## config.mk

```make
export PLATFORM = sky130hd
export DESIGN_NAME = srs_cmd_gen
export DESIGN_NICKNAME = d
export VERILOG_FILES = /design/src/hdl/srs_pkg.sv /design/src/hdl/srs_cmd_gen.sv
export SDC_FILE = /design/constraint.sdc
export NUM_CORES = 1
export LEC_CHECK = 0
export ABC_AREA = 1
export BUFFER_PORTS_ARGS = -buffer_cell sky130_fd_sc_hd__buf_2
export CAP_MARGIN = 20
export CORE_ASPECT_RATIO = 1.2
export CORE_MARGIN = 2
export CORE_UTILIZATION = 40
export DETAILED_ROUTE_END_ITERATION = 12
export PLACE_DENSITY = 0.6
export SLEW_MARGIN = 5
export SYNTH_ARGS = -nofsm -noshare
export SYNTH_HDL_FRONTEND = slang
export SYNTH_SLANG_ARGS = --single-unit
```

## constraint.sdc

```tcl
create_clock -name clk -period 5.2 [get_ports clk]
set_input_delay 0.26 -clock clk [delete_from_list [all_inputs] [get_ports clk]]
set_output_delay 0.26 -clock clk [all_outputs]
set_load 0.05 [all_outputs]
```

## src/hdl/srs_pkg.sv

```systemverilog
// Shared types and constants for the striped read splitter.
// Holds the stripe geometry, operation and status codes, and the
// command descriptor passed from the sequencer to the output stage.
package srs_pkg;

	// Stripe geometry: 4096-byte sectors, 8 zones per node, 16-sector chunks
	localparam int SECTOR_BITS     = 12;
	localparam int ZONE_BITS       = 3;
	localparam int CHUNK_BITS      = 4;
	localparam int NODE_BITS       = 6;
	localparam int TABLE_AW        = NODE_BITS + ZONE_BITS;
	localparam int ADDR_W          = 48;
	// Stripe row of the offset plus one bit, since a run may step past the top row
	localparam int NLEVEL_W        = ADDR_W - SECTOR_BITS - ZONE_BITS - CHUNK_BITS + 1;
	localparam int ZONE_OFF_W      = NLEVEL_W + CHUNK_BITS;
	localparam int SEC_SIZE_W      = 33 - SECTOR_BITS;
	localparam int COUNT_W         = CHUNK_BITS + 1;
	localparam int SPAN_W          = SECTOR_BITS + CHUNK_BITS + 1;
	localparam int INDEX_W         = 6;
	localparam int SECTORS_PER_CMD = 16;
	localparam int MAX_COMMANDS    = 64;
	// A run may hold this many sectors beyond its first command
	localparam int MAX_REST        = (MAX_COMMANDS - 1) * SECTORS_PER_CMD;

	typedef enum logic {
		OP_READ = 1'b0,
		OP_LOAD = 1'b1
	} op_t;

	typedef enum logic [1:0] {
		ST_OK       = 2'd0,
		ST_ZERO     = 2'd1,
		ST_TOO_MANY = 2'd2
	} status_t;

	typedef enum logic [1:0] {
		GEN_IDLE,
		GEN_SIZE,
		GEN_CHECK,
		GEN_RUN
	} gen_state_t;

	// Table read request from the sequencer
	typedef struct packed {
		logic                en;
		logic [TABLE_AW-1:0] addr;
	} mem_rd_t;

	// One command (or error result) before the zone base is added
	typedef struct packed {
		logic                   valid;
		logic                   last;
		status_t                status;
		logic [INDEX_W-1:0]     index;
		logic [ZONE_BITS-1:0]   zone;
		logic [ZONE_OFF_W-1:0]  zone_off;
		logic [COUNT_W-1:0]     count;
		logic [SECTOR_BITS-1:0] data_offset;
		logic [31:0]            buffer_offset;
		logic [SPAN_W-1:0]      copy_bytes;
	} cmd_desc_t;

endpackage

```

## src/hdl/srs_cmd_gen.sv

```systemverilog
// Command sequencer: sizes a read, checks the command limit, then walks
// the stripe one chunk per cycle, issuing table reads and descriptors.
// Depends on srs_pkg.
module srs_cmd_gen import srs_pkg::*; (
	input  logic        clk,
	input  logic        arst_n,
	input  logic        start_read,
	input  logic [NODE_BITS-1:0] node,
	input  logic [ADDR_W-1:0]    byte_offset,
	input  logic [31:0]          byte_count,
	output logic        busy,
	output mem_rd_t     rd,
	output cmd_desc_t   desc
);

	gen_state_t state_q, state_d;

	logic [NODE_BITS-1:0]   node_q;
	logic [SECTOR_BITS-1:0] misalign_q;
	logic [CHUNK_BITS-1:0]  within_q;
	logic [ZONE_BITS-1:0]   zidx_q;
	logic [NLEVEL_W-1:0]    nlevel_q;
	logic [31:0]            left_q;
	logic                   zero_q;
	logic [SEC_SIZE_W-1:0]  secs_due_q;
	logic [COUNT_W-1:0]     read_num_q;
	logic [SPAN_W-1:0]      span_q;
	logic [31:0]            bytes_off_q;
	logic [INDEX_W-1:0]     idx_q;

	// Sizing and first-command terms
	logic [32:0]            size_sum;
	logic [COUNT_W-1:0]     first_max;
	logic [COUNT_W-1:0]     read_num0;
	logic [10:0]            rest_bound;
	logic                   too_many;

	// Per-command terms
	logic [32:0]            left_diff;
	logic [SPAN_W-1:0]      copy;
	logic                   run_last;
	logic [SEC_SIZE_W-1:0]  secs_due_n;
	logic [COUNT_W-1:0]     read_num_n;

	assign size_sum   = {1'b0, left_q} + 33'(misalign_q) + 33'((1 << SECTOR_BITS) - 1);
	assign first_max  = COUNT_W'(SECTORS_PER_CMD) - COUNT_W'(within_q);
	assign read_num0  = (secs_due_q < SEC_SIZE_W'(first_max)) ? secs_due_q[COUNT_W-1:0]
		: first_max;
	assign rest_bound = 11'(MAX_REST + SECTORS_PER_CMD) - 11'(within_q);
	assign too_many   = secs_due_q > SEC_SIZE_W'(rest_bound);

	// Clip copy to the bytes still wanted with one subtract
	assign left_diff  = {1'b0, left_q} - 33'(span_q);
	assign copy       = left_diff[32] ? left_q[SPAN_W-1:0] : span_q;
	assign run_last   = secs_due_q == SEC_SIZE_W'(read_num_q);
	assign secs_due_n = secs_due_q - SEC_SIZE_W'(read_num_q);
	assign read_num_n = (secs_due_n > SEC_SIZE_W'(SECTORS_PER_CMD)) ?
		COUNT_W'(SECTORS_PER_CMD) : secs_due_n[COUNT_W-1:0];

	// State register
	always_ff @(posedge clk or negedge arst_n) begin
		if (!arst_n) begin
			state_q <= GEN_IDLE;
		end else begin
			state_q <= state_d;
		end
	end

	// Next state, table read and descriptor
	always_comb begin
		state_d = state_q;
		rd      = '0;
		desc    = '0;
		busy    = 1'b1;
		unique case (state_q)
			GEN_IDLE: begin
				busy = 1'b0;
				if (start_read) begin
					state_d = GEN_SIZE;
				end
			end
			GEN_SIZE: begin
				state_d = GEN_CHECK;
			end
			GEN_CHECK: begin
				if (zero_q) begin
					desc.valid  = 1'b1;
					desc.last   = 1'b1;
					desc.status = ST_ZERO;
					state_d     = GEN_IDLE;
				end else if (too_many) begin
					desc.valid  = 1'b1;
					desc.last   = 1'b1;
					desc.status = ST_TOO_MANY;
					state_d     = GEN_IDLE;
				end else begin
					state_d = GEN_RUN;
				end
			end
			GEN_RUN: begin
				rd.en              = 1'b1;
				rd.addr            = {node_q, zidx_q};
				desc.valid         = 1'b1;
				desc.last          = run_last;
				desc.status        = ST_OK;
				desc.index         = idx_q;
				desc.zone          = zidx_q;
				desc.zone_off      = {nlevel_q, within_q};
				desc.count         = read_num_q;
				desc.data_offset   = misalign_q;
				desc.buffer_offset = bytes_off_q;
				desc.copy_bytes    = copy;
				if (run_last) begin
					state_d = GEN_IDLE;
				end
			end
			default: begin
				state_d = GEN_IDLE;
			end
		endcase
	end

	// Datapath registers: capture, size, first command, then advance per chunk
	always_ff @(posedge clk) begin
		case (state_q)
			GEN_IDLE: begin
				if (start_read) begin
					node_q     <= node;
					misalign_q <= byte_offset[SECTOR_BITS-1:0];
					within_q   <= byte_offset[SECTOR_BITS +: CHUNK_BITS];
					zidx_q     <= byte_offset[SECTOR_BITS + CHUNK_BITS +: ZONE_BITS];
					nlevel_q   <= NLEVEL_W'(byte_offset[ADDR_W-1 :
						SECTOR_BITS + CHUNK_BITS + ZONE_BITS]);
					left_q     <= byte_count;
					zero_q     <= byte_count == '0;
				end
			end
			GEN_SIZE: begin
				secs_due_q <= size_sum[32:SECTOR_BITS];
			end
			GEN_CHECK: begin
				read_num_q  <= read_num0;
				span_q      <= SPAN_W'({read_num0, {SECTOR_BITS{1'b0}}}) - SPAN_W'(misalign_q);
				bytes_off_q <= '0;
				idx_q       <= '0;
			end
			GEN_RUN: begin
				secs_due_q  <= secs_due_n;
				left_q      <= left_diff[32] ? '0 : left_diff[31:0];
				bytes_off_q <= bytes_off_q + 32'(copy);
				idx_q       <= idx_q + INDEX_W'(1);
				zidx_q      <= zidx_q + ZONE_BITS'(1);
				if (zidx_q == '1) begin
					nlevel_q <= nlevel_q + NLEVEL_W'(1);
				end
				within_q    <= '0;
				misalign_q  <= '0;
				read_num_q  <= read_num_n;
				span_q      <= SPAN_W'({read_num_n, {SECTOR_BITS{1'b0}}});
			end
			default: begin
			end
		endcase
	end

endmodule

```

==> qor.yml <==
die:
  dieArea_mm2: 0.0371
  rows: 75
  die_w_um: 176
  die_h_um: 211
  start_util_pct: 40.7
  ios: 213
  coreArea_mm2: 0.0350
grt:
  grt_usage_pct: 23.1
  antenna_found_initial: 1
  grt.overflow.total: 0
  grt_max_degree: 109
  grt_pass1_vias: 13398
  grt_pass1_wl_mm: 68.2
synthesis:
  synthArstFlopShare_pct: 1.17
  ys_warn_count: 0
  synthFlopType: "edfxtp_1"
  avgSynthCellArea_um2: 6.97
  syn_inst: 2041
  seq_area_frac_synth_pct: 36.0
  synth_fp_nets: 2216
  ys_types: 51
  synth-edff-count: 169
  ys_ff_latch: 171
  synthesis.area_mm2: 0.0142
worst_setup_path:
  rrSetupSlack_ns: 0.57
  start_kind: "flip-flop"
  crit_arrival_ns: 4.84
  endpoint_kind: "flip-flop"
  crit_fanout: 35
  timing_worst_setup_path_type: "reg -> reg"
  reg2reg_depth: 22
  required_ns: 5.42
  reg2reg_from: "left_q[0]"
  reg2reg_to: "bytes_off_q[29]"
clock_network:
  cts_tree: "done"
  h-tree-depth: 4
  worst_setup_hold_path_clk_slew_ns: 0.08
  cts-root-buf: "clkbuf_16"
  numCtsBuffers: 17
  cts.sinks: 171
  clock_latency_ns: 0.46
  postCtsSetupRepairBufs: 0
  clk_path_buf_depth: 2
timing:
  slew_violations: 0
  clock.fmax_ghz: 0.216
  fin_skew_ns: 0.0104
  period_needed_ns: 4.63
  hold_viol_final: 0
  finalSetupTns_ns: 0
  whs_ns: 0.0973
  rsz0062_at_grt: "no"
  layout_setup_ws_ns: 0.571
  finalCritPeriodShare_pct: 89.0
  slew_headroom_pct: 28.9
  worst_pin_slew_ns: 1.07
  setup_violations: 0
hold_path:
  min_from: "byte_offset[39]"
  holdPathEnd: "nlevel_q[20]"
  hold_class: "in -> reg"
  holdPathStages: 3
placement:
  dpl.cell_count: 2672
  dp_slack_ns: 0.474
  place_hpwl_mm: 34.0
  port_buffers: 212
  gp_congestion: 0.886
finish:
  drive_gt1_share_pct: 14.1
  postLayoutCoreUtil_pct: 46.8
  antenna_cells: 0
  fill_cells: 3640
  multi_input_area_mm2: 0.00765
  regArea_mm2: 0.00513
  area_growth_pct: 15.1
  final_nets: 2411
  stdcell_count: 2711
flow_run:
  drv_cap: 0
power_and_ir_drop:
  max-vdd-ir-drop_mv: 0.331
  power_leakage_nw: 7.92
  power_density_mw_per_mm2: 612
route:
  viasPerCell: 5.16
  drt.antenna.violating_nets: 0
  drt-wirelength-per-cell_um: 15.9
  wirelength_mm: 43.0
  drtPass1Iterations: 5
  drtIter0Drc: 1000
  num_vias: 13979
  drc: 0
status:
  outcome: "finished, final reports clean"
==> worst max-delay path by stage <==
| stage | cells past startpoint | start | slack [ns] | end |
|---|---|---|---|---|
| CTS | 22 | left_q[0] | 0.45 | bytes_off_q[29] |
| finish | 22 | left_q[0] | 0.57 | bytes_off_q[29] |
| global placement | 22 | left_q[0] | 0.65 | bytes_off_q[29] |
| global route | 20 | left_q[14] | 0.04 | bytes_off_q[29] |
| floorplan | 25 | left_q[0] | 1.53 | bytes_off_q[24] |
| detailed placement | 22 | left_q[0] | 0.47 | bytes_off_q[29] |
==> final cells by class <==
cell class	instances	share of cell area, %
multi-input cells	1491	46.8
well taps	462	3.53
clock inverters	15	0.810
clock buffers	17	2.60
flip-flops and latches	171	31.3
repair buffers	227	7.47
inverters	328	7.53
==> cells in the final DEF, fill, tap and decap left out, types with 8 or more instances in the layout <==
cell,Yosys,layout
a21oi_1,101,101
buf_2,4,212
clkbuf_16,0,17
edfxtp_1,169,169
ha_1,83,83
inv_1,311,310
inv_2,17,17
nand2_1,488,486
nand2_2,14,15
nand3_1,123,123
nand4_1,52,52
nor2_1,314,314
nor2_2,8,8
nor2_4,9,9
nor3_1,42,42
nor4_1,27,27
o21ai_0,82,82
o21ai_1,39,38
xnor2_1,11,11
xor2_1,21,21
==> cell usage after synthesis, types with 4 or more instances <==
library cell,number,area share (%)
nor2_1,314,8.3
buf_1,10,0.26
o211ai_1,6,0.32
a22oi_1,7,0.37
o21bai_1,4,0.21
edfxtp_1,169,36
ha_1,83,7.3
nand2_1,488,13
o21a_1,5,0.26
buf_2,4,0.14
o21ai_0,82,2.9
buf_4,6,0.32
inv_1,311,8.2
nor3_1,42,1.5
xor2_1,21,1.3
nand3_1,123,4.3
inv_2,17,0.45
nor2_4,9,0.71
a31oi_1,6,0.26
xnor2_1,11,0.68
nor2_2,8,0.35
nand3b_1,4,0.21
nand2_2,14,0.62
o31ai_1,6,0.32
a21oi_1,101,3.6
nor4_1,27,1.2
clkbuf_1,29,0.76
nand4_1,52,2.3
o21ai_1,39,1.4
==> cell families (layout without fill, tap and decap cells) <==
family,Yosys count,count (layout),share of synthesized area (%)
fa+ha+maj,86,86,7.72
simple gates,1094,1094,33.2
buf+inv,379,587,10.3
flops,171,171,36.0
xor+xnor,32,32,1.97
compound gates,279,279,10.8
==> what timing repair did <==
item / in CTS / in global routing
hold endpoints to repair: 8 / 0
endpoints found under the setup margin: 0 / 1
hold buffers: 7 / 0
resized for setup: 0 / 1
==> report_power, final <==
group | switching (mW) | internal, mW
Combinational | 4.24 | 1.75
Clock | 0.635 | 0.629
Sequential | 0.496 | 2.28
Total | 5.37 | 4.65
==> sequential cells by signal, indices dropped and copies added (netlist names) <==
register / flops
state_q: 2
bytes_off_q: 32
read_num_q: 5
within_q: 4
left_q: 32
secs_due_q: 21
zero_q: 1
nlevel_q: 30
idx_q: 6
node_q: 6
misalign_q: 12
span_q: 17
zidx_q: 3
==> per-layer routing <==
| layer | global-route usage, % | part of all wire [%] | routed length [um] | vias to the layer above |
|---|---|---|---|---|
| li1 | - | - | - | 7124 |
| met1 | 31.3 | 46 | 20000 | 6451 |
| met2 | 39.2 | 48 | 20500 | 364 |
| met3 | 2.74 | 4.3 | 1840 | 40 |
| met4 | 5.96 | 1.6 | 680 | 0 |
| met5 | 0 | 0 | 0 | - |
==> per-stage QoR <==
step | power [mW] | cell area (um2)
5_1_grt | 10.9 | 16400
3_3_place_gp | 8.68 | 15700
3_5_place_dp | 8.74 | 15700
2_1_floorplan | 7.11 | 14200
4_1_cts | 10.0 | 16400
6_report | 10.0 | 16400
==> worst max-delay path: stages (launching register included) <==
cell      delay (ns)
edfxtp_1        0.42
inv_1           0.08
ha_1            0.17
inv_1           0.07
fa_1            0.41
nand3_1         0.09
nand2_1         0.11
a21oi_2         0.26
o21ai_2         0.11
nand2_1         0.09
nand2_2         0.38
o21ai_1         0.43
inv_1           0.10
ha_1            0.36
nand2_1         0.13
nor2_1          0.16
nand2_1         0.12
nor2_1          0.11
nand2_1         0.10
a31oi_1         0.42
nand3_1         0.12
nand2_1         0.09
nor2_1          0.04
Power figures use the tool's default switching activity.
